--- src/rtl/core/rfhex_pkg.sv ---
package rfhex_pkg;

  // Largest frame the decoder is built for, and the decode window width
  // (two extra characters of lookahead for the 0x prefix test).
  localparam int MAX_FRAME = 16;
  localparam int WIN_CHARS = MAX_FRAME + 2;

  typedef logic [MAX_FRAME-1:0][7:0] frame_t;
  typedef logic [WIN_CHARS-1:0][7:0] win_t;

  typedef enum logic [1:0] {
    ST_OK  = 2'd0,
    ST_SUM = 2'd1,
    ST_LEN = 2'd2
  } frame_status_t;

  typedef enum logic [1:0] {
    PH_WS,
    PH_PFX,
    PH_DIG,
    PH_END
  } hex_phase_t;

  // Event raised by the frame store for an accepted tail byte.
  typedef struct packed {
    logic valid;
    logic len_err;
  } frame_ev_t;

  // Decoded result handed to the output register.
  typedef struct packed {
    logic          valid;
    logic [31:0]   tag;
    frame_status_t status;
  } frame_res_t;

  localparam logic [7:0] CH_PLUS  = 8'h2B;
  localparam logic [7:0] CH_MINUS = 8'h2D;
  localparam logic [7:0] CH_ZERO  = 8'h30;
  localparam logic [7:0] CH_X     = 8'h78;
  localparam logic [7:0] CH_SPACE = 8'h20;

  function automatic logic hex_ok(input logic [7:0] c);
    return c inside {[8'h30:8'h39], [8'h41:8'h46], [8'h61:8'h66]};
  endfunction

  function automatic logic [3:0] hex_val(input logic [7:0] c);
    logic [7:0] v;
    if (c inside {[8'h30:8'h39]}) begin
      v = c - CH_ZERO;
    end else if (c inside {[8'h41:8'h46]}) begin
      v = c - 8'h37;
    end else begin
      v = c - 8'h57;
    end
    return v[3:0];
  endfunction

  function automatic logic is_space(input logic [7:0] c);
    return (c == CH_SPACE) || (c inside {[8'h09:8'h0D]});
  endfunction

  // Cut one field out of the frame; characters past the field or the
  // frame read as zero, which ends the field.
  function automatic win_t make_win(input frame_t f, input int start, input int len);
    win_t w;
    w = '0;
    for (int k = 0; k < WIN_CHARS; k++) begin
      if ((k < len) && (start + k < MAX_FRAME)) begin
        w[k] = f[start + k];
      end
    end
    return w;
  endfunction

  // Base-16 parse of one field: blanks, one sign, optional 0x, digits.
  function automatic logic [63:0] parse_hex(input win_t w);
    hex_phase_t  ph;
    logic        neg;
    logic        skip;
    logic        pfx;
    logic        dig;
    logic [63:0] v;
    logic [7:0]  c;
    ph   = PH_WS;
    neg  = 1'b0;
    skip = 1'b0;
    v    = '0;
    for (int i = 0; i < MAX_FRAME; i++) begin
      c   = w[i];
      pfx = 1'b0;
      dig = 1'b0;
      if (skip) begin
        skip = 1'b0;
      end else begin
        if (ph == PH_WS) begin
          if (is_space(c)) begin
            pfx = 1'b0;
          end else if ((c == CH_PLUS) || (c == CH_MINUS)) begin
            neg = (c == CH_MINUS);
            ph  = PH_PFX;
          end else begin
            pfx = 1'b1;
          end
        end else if (ph == PH_PFX) begin
          pfx = 1'b1;
        end else if (ph == PH_DIG) begin
          dig = 1'b1;
        end
        if (pfx) begin
          ph = PH_DIG;
          if ((c == CH_ZERO) && ((w[i+1] | CH_SPACE) == CH_X) && hex_ok(w[i+2])) begin
            skip = 1'b1;
          end else begin
            dig = 1'b1;
          end
        end
        if (dig) begin
          if (hex_ok(c)) begin
            v = {v[59:0], hex_val(c)};
          end else begin
            ph = PH_END;
          end
        end
      end
    end
    return neg ? (64'd0 - v) : v;
  endfunction

endpackage

--- src/rtl/core/rfhex_frame.sv ---
module rfhex_frame
  import rfhex_pkg::*;
#(
  parameter int FRAME_BYTES = 12
) (
  input  logic       clk,
  input  logic       rst_n,
  input  logic       accept,
  input  logic [7:0] rx_byte,
  input  logic [7:0] head_byte,
  input  logic [7:0] tail_byte,
  output frame_ev_t  ev,
  output frame_t     frame
);

  localparam int CNT_W = $clog2(FRAME_BYTES + 1);
  localparam int IDX_W = $clog2(FRAME_BYTES);
  localparam logic [CNT_W-1:0] FULL = CNT_W'(FRAME_BYTES);

  logic [7:0]       store_r [FRAME_BYTES];
  logic [CNT_W-1:0] fill_r;
  logic [CNT_W-1:0] fill_nxt;
  logic             is_head;
  logic             is_tail;
  logic             do_store;

  // Head test wins when head and tail share a value.
  assign is_head  = (rx_byte == head_byte);
  assign is_tail  = !is_head && (rx_byte == tail_byte);
  assign do_store = accept && !is_head && !is_tail && (fill_r < FULL);

  assign ev.valid   = accept && is_tail;
  assign ev.len_err = (fill_r != FULL);

  always_comb begin
    fill_nxt = fill_r;
    if (accept) begin
      if (is_head || (is_tail && (fill_r != FULL))) begin
        fill_nxt = '0;
      end else if (do_store) begin
        fill_nxt = fill_r + 1'b1;
      end
    end
  end

  always_ff @(posedge clk) begin
    if (!rst_n) begin
      fill_r <= '0;
    end else begin
      fill_r <= fill_nxt;
    end
  end

  always_ff @(posedge clk) begin
    if (do_store) begin
      store_r[fill_r[IDX_W-1:0]] <= rx_byte;
    end
  end

  for (genvar k = 0; k < MAX_FRAME; k++) begin : g_frame
    if (k < FRAME_BYTES) begin : g_used
      assign frame[k] = store_r[k];
    end else begin : g_pad
      assign frame[k] = '0;
    end
  end

endmodule

--- src/rtl/core/rfhex_decode.sv ---
module rfhex_decode
  import rfhex_pkg::*;
#(
  parameter int FRAME_BYTES    = 12,
  parameter int TAG_DIGITS     = 8,
  parameter int VERSION_DIGITS = 2
) (
  input  logic       clk,
  input  logic       rst_n,
  input  logic       load,
  input  frame_ev_t  ev,
  input  frame_t     frame,
  output frame_res_t res
);

  localparam int DATA_LEN = VERSION_DIGITS + TAG_DIGITS;
  localparam int SUM_LEN  = (FRAME_BYTES > DATA_LEN) ? FRAME_BYTES - DATA_LEN : 0;
  localparam int N_PAIRS  = (DATA_LEN + 1) / 2;

  logic        valid_r;
  logic        len_err_r;
  logic [31:0] tag_r;
  logic [63:0] sum_r;
  logic [7:0]  calc_r;
  logic [63:0] tag_full;
  logic [63:0] sum_nxt;
  logic [7:0]  calc_nxt;
  logic [63:0] pair_full;
  logic        sum_match;

  // Parse tag, checksum and the data pairs from the store as it stands.
  always_comb begin
    tag_full = parse_hex(make_win(frame, VERSION_DIGITS, TAG_DIGITS));
    sum_nxt  = parse_hex(make_win(frame, DATA_LEN, SUM_LEN));
    calc_nxt = '0;
    pair_full = '0;
    for (int p = 0; p < N_PAIRS; p++) begin
      pair_full = parse_hex(make_win(frame, 2 * p, 2));
      calc_nxt  = calc_nxt ^ pair_full[7:0];
    end
  end

  always_ff @(posedge clk) begin
    if (!rst_n) begin
      valid_r <= 1'b0;
    end else if (load) begin
      valid_r <= ev.valid;
    end
  end

  always_ff @(posedge clk) begin
    if (load && ev.valid) begin
      len_err_r <= ev.len_err;
      tag_r     <= tag_full[31:0];
      sum_r     <= sum_nxt;
      calc_r    <= calc_nxt;
    end
  end

  assign sum_match = (sum_r == {56'd0, calc_r});

  always_comb begin
    res.valid = valid_r;
    if (len_err_r) begin
      res.status = ST_LEN;
      res.tag    = '0;
    end else if (!sum_match) begin
      res.status = ST_SUM;
      res.tag    = '0;
    end else begin
      res.status = ST_OK;
      res.tag    = tag_r;
    end
  end

endmodule

--- src/rtl/core/rfid_ascii_hex_frame_decoder.sv ---
// Channel   Dir  Request content
// in_       in   in_tdata[7:0] = rx_byte
// out_      out  out_tdata[31:0] = tag_id, out_tuser[1:0] = frame_status
// cfg_      in   APB, 0x0 head_byte, 0x4 tail_byte (bit 2 selects)
//
// One byte is taken per cycle while in_tready is high. A tail byte's result
// passes two register stages: the parse register, then the output register.
// rst_n (synchronous) clears the fill count, the stage valids and the
// head/tail registers; the frame store holds no reset value.
// A stalled output holds the parse register only while it is full, so
// bytes that make no result keep flowing behind a waiting request.
module rfid_ascii_hex_frame_decoder
  import rfhex_pkg::*;
#(
  parameter int FRAME_BYTES    = 12,
  parameter int TAG_DIGITS     = 8,
  parameter int VERSION_DIGITS = 2
) (
  input  logic        clk,
  input  logic        rst_n,
  // in_tdata: [7:0] rx_byte
  input  logic        in_tvalid,
  output logic        in_tready,
  input  logic [7:0]  in_tdata,
  // out_tdata: [31:0] tag_id
  output logic        out_tvalid,
  input  logic        out_tready,
  output logic [31:0] out_tdata,
  // out_tuser: [1:0] frame_status
  output logic [1:0]  out_tuser,
  input  logic        cfg_psel,
  input  logic        cfg_penable,
  input  logic        cfg_pwrite,
  input  logic [2:0]  cfg_paddr,
  input  logic [31:0] cfg_pwdata,
  output logic [31:0] cfg_prdata,
  output logic        cfg_pready
);

  localparam logic [7:0] HEAD_RST = 8'h02;
  localparam logic [7:0] TAIL_RST = 8'h03;

  logic        out_valid_r;
  logic [31:0] out_tag_r;
  logic [1:0]  out_status_r;
  logic [7:0]  head_r;
  logic [7:0]  tail_r;
  logic        out_can;
  logic        load;
  logic        accept;
  logic        cfg_wr;
  frame_ev_t   ev;
  frame_t      frame;
  frame_res_t  res;

  // Register writes: setup, then access with pready tied high.
  assign cfg_pready = 1'b1;
  assign cfg_wr     = cfg_psel && cfg_penable && cfg_pwrite && cfg_pready;
  assign cfg_prdata = {24'd0, cfg_paddr[2] ? tail_r : head_r};

  always_ff @(posedge clk) begin
    if (!rst_n) begin
      head_r <= HEAD_RST;
      tail_r <= TAIL_RST;
    end else if (cfg_wr) begin
      if (cfg_paddr[2]) begin
        tail_r <= cfg_pwdata[7:0];
      end else begin
        head_r <= cfg_pwdata[7:0];
      end
    end
  end

  // Advance the output register when it is empty or taken; advance the
  // parse register when it is empty or can move on.
  assign out_can   = !out_valid_r || out_tready;
  assign load      = !res.valid || out_can;
  assign in_tready = load;
  assign accept    = in_tvalid && load;

  rfhex_frame #(
    .FRAME_BYTES(FRAME_BYTES)
  ) u_frame (
    .clk      (clk),
    .rst_n    (rst_n),
    .accept   (accept),
    .rx_byte  (in_tdata),
    .head_byte(head_r),
    .tail_byte(tail_r),
    .ev       (ev),
    .frame    (frame)
  );

  rfhex_decode #(
    .FRAME_BYTES   (FRAME_BYTES),
    .TAG_DIGITS    (TAG_DIGITS),
    .VERSION_DIGITS(VERSION_DIGITS)
  ) u_decode (
    .clk  (clk),
    .rst_n(rst_n),
    .load (load),
    .ev   (ev),
    .frame(frame),
    .res  (res)
  );

  // Output register: hold the request until it is taken.
  always_ff @(posedge clk) begin
    if (!rst_n) begin
      out_valid_r <= 1'b0;
    end else if (out_can) begin
      out_valid_r <= res.valid;
    end
  end

  always_ff @(posedge clk) begin
    if (out_can && res.valid) begin
      out_tag_r    <= res.tag;
      out_status_r <= res.status;
    end
  end

  assign out_tvalid = out_valid_r;
  assign out_tdata  = out_tag_r;
  assign out_tuser  = out_status_r;

endmodule
--- config.mk ---
export PLATFORM = sky130hd
export DESIGN_NAME = rfid_ascii_hex_frame_decoder
export DESIGN_NICKNAME = d
export VERILOG_FILES = /design/src/rtl/core/rfhex_pkg.sv /design/src/rtl/core/rfhex_frame.sv /design/src/rtl/core/rfhex_decode.sv /design/src/rtl/core/rfid_ascii_hex_frame_decoder.sv
export SDC_FILE = /design/constraint.sdc
export NUM_CORES = 1
export LEC_CHECK = 0
export ABC_AREA = 1
export BUFFER_PORTS_ARGS = -buffer_cell sky130_fd_sc_hd__buf_2
export CORE_ASPECT_RATIO = 0.75
export CORE_MARGIN = 3
export CORE_UTILIZATION = 25
export DETAILED_ROUTE_END_ITERATION = 10
export GPL_TIMING_DRIVEN = 0
export PLACE_DENSITY_LB_ADDON = 0.15
export SLEW_MARGIN = 20
export SYNTH_ARGS = -nofsm -noshare
export SYNTH_HDL_FRONTEND = slang
export SYNTH_SLANG_ARGS = --single-unit
--- constraint.sdc ---
create_clock -name clk -period 8.55 [get_ports clk]
set_input_delay 1.71 -clock clk [delete_from_list [all_inputs] [get_ports clk]]
set_output_delay 1.71 -clock clk [all_outputs]
set_load 0.02 [all_outputs]
# After elaboration in Yosys (flattened, before gate mapping)
# Memory sizes are Yosys's and may differ from the RTL's.
# Cells that the tools add are included.
classes:
  n_addsub: 44
  multipliers: 0
  div: 0
  n_lt_le_gt_ge: 97
  n_eq_ne: 78
  n_shift: 0
  n_mux: 354
  bitwise_logic: 6
  n_reduce_logical: 132
ops:
  columns: ["cell", "count"]
  rows:
  - ["$mux W32", 20]
  - ["$eq A8 B6 Y1 const B", 42]
  - ["$mux W64", 4]
  - ["$mux W1", 208]
  - ["$ge A8 B7 Y1 const B", 24]
  - ["$le A8 B7 Y1 const B", 24]
  - ["$mux W4", 38]
  - ["$mux W8", 17]
  - ["$mux W2", 67]
  - ["$ge A8 B4 Y1 const B", 12]
  - ["$ge A8 B6 Y1 const B", 12]
  - ["$le A8 B4 Y1 const B", 12]
  - ["$le A8 B6 Y1 const B", 12]
  - ["$sub A4 B3 Y4 const B", 24]
  - ["$logic_and A1 B1 Y1", 71]
  - ["$eq A64 B8 Y1", 1]
  - ["$sub A1 B64 Y64 const A", 1]
  - ["$sub A4 B1 Y4 const B", 12]
  - ["$eq A7 B6 Y1 const B", 6]
  - ["$sub A1 B8 Y8 const A", 5]
  - ["$reduce_bool A3 Y1", 12]
  - ["$sub A1 B32 Y32 const A", 1]
  - ["$xor A8 B8 Y8", 4]
  - ["$logic_or A1 B1 Y1", 27]
  - ["12 further kinds", 55]
word_totals:
  reg_bits: 161
  latch_bits: 0
  mem_bits_rw: 96
  mem_bits_ro: 0
  word_cells: 723
  memories: 1
memory_table:
  columns: ["name", "depth", "word_bits", "rd", "rd_clocked_by_memory_dff", "write_ports", "line", "text"]
  rows:
  - ["u_frame.store_r", 12, 8, 12, 0, 1, "rfhex_frame.sv:20", "logic [7:0] store_r [FRAME_BYTES];"]

# Longest topological paths before layout
# Gate-level depths: netlist (run 1).
# An unclocked memory read counts as a cell.
depth:
  depth_word: 69
  ltp_mapped: 56
  mapped_depth_nobuf: 56

# By module
# A second synthesis (run 1) with hierarchy kept.
unflattened:
  cells_unflattened: 2376
  area_unflattened_um2: 17446.7
modules_own_cells:
  columns: ["module", "instances", "cells_each", "area_each_um2"]
  rows:
  - ["rfhex_decode", 1, 1943, 11614.9]
  - ["rfhex_frame", 1, 241, 3768.6]
  - ["rfid_ascii_hex_frame_decoder", 1, 192, 2063.2]

# Worst setup path after synthesis (run 1)
# OpenSTA, ideal clock, no wires.
synth_timing:
  path_type: "input to register"
  from: "in in_tdata[5]"
  to: "reg u_decode.calc_r[0] (enable)"
  setup_time_ns: 0.472
  arrival_time_ns: 5.002
  required_time_ns: 8.078
  setup_slack_ns: 3.076
  cell_stages: 4
  n_path_buf: 0
  cell_sequence: "or2_2 > a2111oi_0 > nand3_1 > nor2_1"
synth_via:
  elab_chain_cells: 5
  elab_cells_between_ends: 6
synth_lines:
  columns: ["element", "line", "text"]
  rows:
  - ["start, declared", "rfid_ascii_hex_frame_decoder.sv:24", "input logic [7:0] in_tdata,"]
  - ["$eq A8 B8 Y1", "rfhex_frame.sv:28", "assign is_head = (rx_byte == head_byte);"]
  - ["$logic_not A1 Y1", "rfhex_frame.sv:29", "assign is_tail = !is_head && (rx_byte == tail_byte);"]
  - ["$logic_and A1 B1 Y1 *", "rfhex_frame.sv:29", null]
  - ["$logic_and A1 B1 Y1 *", "rfhex_frame.sv:32", "assign ev.valid = accept && is_tail;"]
  - ["$logic_and A1 B1 Y1 *", "rfhex_decode.sv:52", "if (load && ev.valid) begin"]
  - ["end signal, assigned", "rfhex_decode.sv:56", "calc_r <= calc_nxt;"]
  - ["end, declared", "rfhex_decode.sv:24", "logic [7:0] calc_r;"]
# Every way passes the cells marked *; elsewhere a longest branch is shown, timed or not.
# A chain may end at the register's enable or synchronous reset.

==> results of run 1 <==
## where the power goes
part	leakage (uW)	internal, uW	switching (uW)
Sequential	0.00195	1110	9.47
Clock	0.000422	642	460
Combinational	0.00658	49.6	112
Total	0.00895	1800	582
## worst max path at each step
stage | from | end | cells past startpoint
floorplan | in_tdata[5] | u_decode.calc_r[0] | 4
global placement | in_tdata[6] | u_decode.tag_r[4] | 6
detailed placement | u_frame.store_r[4][1] | u_decode.tag_r[1] | 33
CTS | u_frame.store_r[4][1] | u_decode.tag_r[1] | 33
global route | u_frame.store_r[4][0] | u_decode.tag_r[21] | 45
finish | u_frame.store_r[4][1] | u_decode.tag_r[1] | 33
## layout by cell type, fill, tap and decap left out, types with 6 or more instances in the layout
cell type / count
xor2_1: 84
clkinv_2: 6
nor4_1: 17
o21ai_2: 6
edfxtp_1: 186
nor2_1: 227
nand2_4: 7
nand2_1: 550
nand3_2: 11
buf_4: 26
nand4_1: 43
nand3_1: 132
a21oi_1: 37
clkbuf_1: 26
inv_1: 317
dfxtp_1: 22
conb_1: 25
clkbuf_16: 27
nor3_1: 40
o31ai_1: 12
o21ai_0: 155
inv_2: 32
nand3b_1: 6
nor2_2: 9
o211ai_1: 18
buf_2: 79
ha_1: 69
o21ai_1: 38
a31oi_1: 7
or2_2: 13
xnor2_1: 34
mux2i_1: 9
nand2_2: 23
## state kept, by name (all words and copies together), names as in the netlist, 2 cells and up
register and flops:
tail_r 8, out_tdata 32, head_r 8, out_tuser 2
u_decode.tag_r 32, u_decode.sum_r 15, u_frame.fill_r 4, u_decode.calc_r 8
u_frame.store_r 96
## metal layers
metal / GRT usage, % / vias up / share of wire (%)
met3: 1.95 / 47 / 4.6
met4: 2.71 / 0 / 1.9
met5: 0 / - / 0
met2: 19.2 / 306 / 39
met1: 22.3 / 6755 / 54
li1: - / 7534 / -
## critical path: cells and delay by family (launching register included)
kind,cells,cell delay (ns)
buf+inv,7,1.28
flops,1,0.47
compound gates,4,1.67
fa+ha+maj,1,0.26
simple gates,21,2.74
## per-stage QoR
step	hold WS, ns	power [uW]	cells
after floorplan	0.447	1250	2261
after global placement	0.466	1300	3188
after detailed placement	0.482	1300	3191
after CTS	0.492	2440	3237
after global routing	0.518	2500	3237
final	0.494	2380	3237
## area by class of cell
class | instances | area share (%)
multi-input combinational | 1631 | 46.4
sequential | 208 | 32.0
inverter | 353 | 7.03
tap | 861 | 5.71
clock buffer | 33 | 3.92
buffer | 69 | 2.18
timing repair buffer | 69 | 2.15
clock inverter | 13 | 0.617
## logic make-up after synthesis
family                     share of synthesized area (%)
AOI/OAI and AO/OA                                   10.8
xor gates and xnor gates                            6.30
other                                             0.0458
DFF                                                 36.7
adders and majority gates                           5.26
buffers and inverters                               10.6
and+or+nand+nor                                     29.7
muxes                                              0.549
## cell usage after synthesis (34+ instances only)
cell type	n	area (um2)
nor2_1	228	856
o21ai_1	38	190
nor3_1	40	200
inv_1	317	1190
edfxtp_1	186	5590
o21ai_0	155	776
nand2_1	550	2060
xor2_1	84	736
nand3_1	132	661
xnor2_1	34	298
ha_1	69	863
a21oi_1	38	190
nand4_1	43	269
==> results.cfg, run 1 <==
[floorplanning]
die_h_um = 228
core-area_um2 = 64300
rows = 80
io_pins = 119
dieArea_um2 = 68800
initial_core_util_pct = 25.5
fp.dieW_um = 302

[min_path]
worstHoldEndpoint = tail_r[6]
hp-class = reg2reg
hold_start = tail_r[6]
hold_depth = 2

[grt]
grt_pass1_wl_um = 76400
grt_max_degree = 29
gr-total-overflow = 0
antenna_found_initial = 2
grtUsageTotal_pct = 13.8
grt_pass1_vias = 13600

[placement]
place_congestion = 0.857
place.port_buffers = 66
place_ws_ns = 2.03
dpl_cell_area_um2 = 18000
dp_hpwl_um = 38800

[finish]
multi_input_area_um2 = 8750
drive_gt1_share_pct = 11.3
final_util_pct = 29.3
nNetsFinal = 2476
ff_latch_area_um2 = 6030
antenna_cells = 0
fin_area_um2 = 18900
area_delta_synth_final_pct = 14.9
num-fill-cells = 6983

[clock_tree]
cts_setup_buffers = 0
cts_resized = 0
ctsHoldBuffers = 0
cts_tree = yes
clk_pin_slew_ns = 0.06
numCtsBuffers = 25
htree_num_levels = 1
clock-sinks = 208
clk_latency_ns = 0.58
clk_path_buf_depth = 3
cts_root_buf = clkbuf_16

[power_and_ir_drop]
p_leak_uw = 0.00895
peakVddDrop_v = 0.000109
power_density_nw_per_um2 = 126

[yosys]
ys.flop_type = edfxtp_1
synth_cell_types = 61
syn_area_per_cell_um2 = 7.33
async_flop_share_pct = 0
netlist_area_um2 = 16400
ys_warn_count = 0
synth_edf_count = 186
ys_seq_area_share_pct = 36.7
syn_inst = 2238
ys_ff_latch = 208

[sta]
worst_pin_slew_ns = 1.03
min_period_ns = 6.74
hold_violations = 0
rsz0062_at_grt = no
setup_violations = 0
max_freq_mhz = 148
tns_ns = 0
timing.final.crit_share_pct = 78.9
fin_skew_ns = 0.0297
timing.final.ws_setup_ns = 1.81
drv_slew = 0
max_slew_margin_pct = 31.2

[worst_setup_path]
worstSetupEndpointType = flop
cpMaxStageDelayCell = a21oi_1
rr_endpoint = u_decode.tag_r[1]
reg2reg_from = u_frame.store_r[4][1]
ff2ff_setup_slack_ns = 1.81
crit_top_cell = nand2_2
crit_fanout = 10
crit_required_ns = 8.82
start_kind = flop
slowest_delay_ns = 0.79
crit_type = reg2reg
rr_worst_depth = 33
arrival_ns = 7.02

[route]
drtIter0Drc = 1224
routedWlPerCell_um = 15.0
vias_per_cell = 4.52
drc_errors = 0
via_count = 14600
postRouteAntennaNets = 0
wl_um = 48600
first_pass_iters = 5

[flow_run]
maxCapViolations = 0

[status]
status = finished, final reports clean
(Power assumes the default switching activity.)
==> run 2: changes to the inputs <==
==> constraint.sdc (replaced) <==
create_clock -name clk -period 6.35 [get_ports clk]
set_input_delay 1.27 -clock clk [delete_from_list [all_inputs] [get_ports clk]]
set_output_delay 1.27 -clock clk [all_outputs]
set_load 0.02 [all_outputs]
==> run 2 against run 1 <==
  * Global-route usage barely moved
  * Clock-buffer cell count did not move
  * Die area did not move
  * Register-to-register slack got worse by 1.4 ns
  * Sequential power rose by 35%
  * Flip-flop and latch count did not move
  * Worst hold slack barely moved
==> results.cfg, run 2 (synthesized netlist as in run 1, its figures left out) <==
[status]
status = finished, final reports clean

[route]
routedWlPerCell_um = 15.0
vias_per_cell = 4.54
drtIter0Drc = 1124
wl_um = 49000
postRouteAntennaNets = 0
first_pass_iters = 5
drc_errors = 0
via_count = 14800

[flow_run]
maxCapViolations = 0

[clock_tree]
clock-sinks = 208
cts_root_buf = clkbuf_16
clk_pin_slew_ns = 0.06
clk_path_buf_depth = 3
numCtsBuffers = 25
htree_num_levels = 1
cts_tree = yes
clk_latency_ns = 0.58

[grt]
grtUsageTotal_pct = 13.9
gr-total-overflow = 0
grt_pass1_wl_um = 76400
antenna_found_initial = 2
grt_max_degree = 29
grt_pass1_vias = 13600

[floorplanning]
die_h_um = 228
io_pins = 119
fp.dieW_um = 302
core-area_um2 = 64300
dieArea_um2 = 68800
rows = 80
initial_core_util_pct = 25.5

[worst_setup_path]
worstSetupEndpointType = flop
cpMaxStageDelayCell = edfxtp_1
arrival_ns = 6.24
rr_worst_depth = 48
reg2reg_from = u_frame.store_r[2][0]
crit_fanout = 10
startpoint = u_frame.store_r[2][0]
slowest_delay_ns = 0.46
crit_required_ns = 6.67
crit_type = reg2reg
ff2ff_setup_slack_ns = 0.42
crit_top_cell = nand2_2
start_kind = flop

[power_and_ir_drop]
peakVddDrop_v = 0.000146
p_leak_uw = 0.00911
power_density_nw_per_um2 = 167
power_uw = 3220

[sta]
max_freq_mhz = 169
worst_pin_slew_ns = 0.922
fin_skew_ns = 0.0299
max_slew_margin_pct = 38.3
min_period_ns = 5.93
setup_violations = 0
drv_slew = 0
timing.final.crit_share_pct = 93.3
hold_violations = 0
hold-worst-slack_ns = 0.494
timing.final.ws_setup_ns = 0.424

[finish]
nNetsFinal = 2500
final_util_pct = 30.1
drive_gt1_share_pct = 14.5
fin_area_um2 = 19400
antenna_cells = 0
final_common_cell = nand2_1
multi_input_area_um2 = 9060
area_delta_synth_final_pct = 18.0
num-fill-cells = 6950
ff_latch_area_um2 = 6030
mostFrequentLayoutCells = 540 x nand2_1, 310 x inv_1, 222 x nor2_1
largest_reg_flops = 96

[placement]
place_congestion = 0.857
place.port_buffers = 66
place_ws_ns = -0.170
dp_hpwl_um = 38800
dpl_cell_area_um2 = 18000

[min_path]
hp-class = reg2reg
hold_depth = 2
hold_start = tail_r[6]
## run 2: cell count changes in the layout (fill, tap and decap cells not counted), sizes merged
cell | before | now
inv | 351 | 350
buf | 114 | 136
clkbuf | 57 | 59
clkinv | 12 | 13
## run 2: layer usage
metal	GRT usage, %	share of wire [%]	vias up	wire length (um)
met5	0	0	-	0
met4	2.71	1.9	0	937
met3	1.95	4.6	50	2270
met2	19.3	39	293	19300
met1	22.3	54	6857	26500
li1	-	-	7592	-
## run 2: what timing repair did
action                                  4_1_cts  5_1_grt
buffers inserted                              0       24
pin swaps                                     0       18
hold buffers                                  0        0
resized for setup                             7       81
endpoints found under the setup margin       12       29
## run 2: path summary, 6_finish.rpt
check,to
min reg2reg,tail_r[6]
max,u_decode.tag_r[26]
min,tail_r[6]
max reg2reg,u_decode.tag_r[26]
## run 2: area by class of cell
cell class / count / share of cell area (%)
Tap cell: 861 / 5.56
Sequential cell: 208 / 31.1
Clock inverter: 13 / 0.601
Multi-Input combinational cell: 1631 / 46.8
Clock buffer: 33 / 3.81
Timing Repair Buffer: 93 / 3.02
Inverter: 353 / 6.90
Buffer: 69 / 2.18
## run 2: power by group
| group | switching (uW) | leakage [uW] | internal, uW |
|---|---|---|---|
| sequential | 12.6 | 0.00195 | 1500 |
| clock | 621 | 0.000422 | 865 |
| combinational | 157 | 0.00675 | 73.0 |
## run 2: worst max-delay path: cells and delay by family (launching register included)
family,cells,cell delay (ns)
AOI/OAI and AO/OA,3,0.30
adders and majority gates,2,0.37
buffers and inverters,6,0.58
DFF,1,0.46
and+or+nand+nor,37,3.91
## run 2: metrics by stage
| stage | TNS [ns] | instances |
|---|---|---|
| after floorplan | 0 | 2261 |
| after global placement | -64.89 | 3188 |
| after detailed placement | -0.518 | 3191 |
| after global routing | -0.116 | 3261 |
| after CTS | 0 | 3237 |
| final | 0 | 3261 |
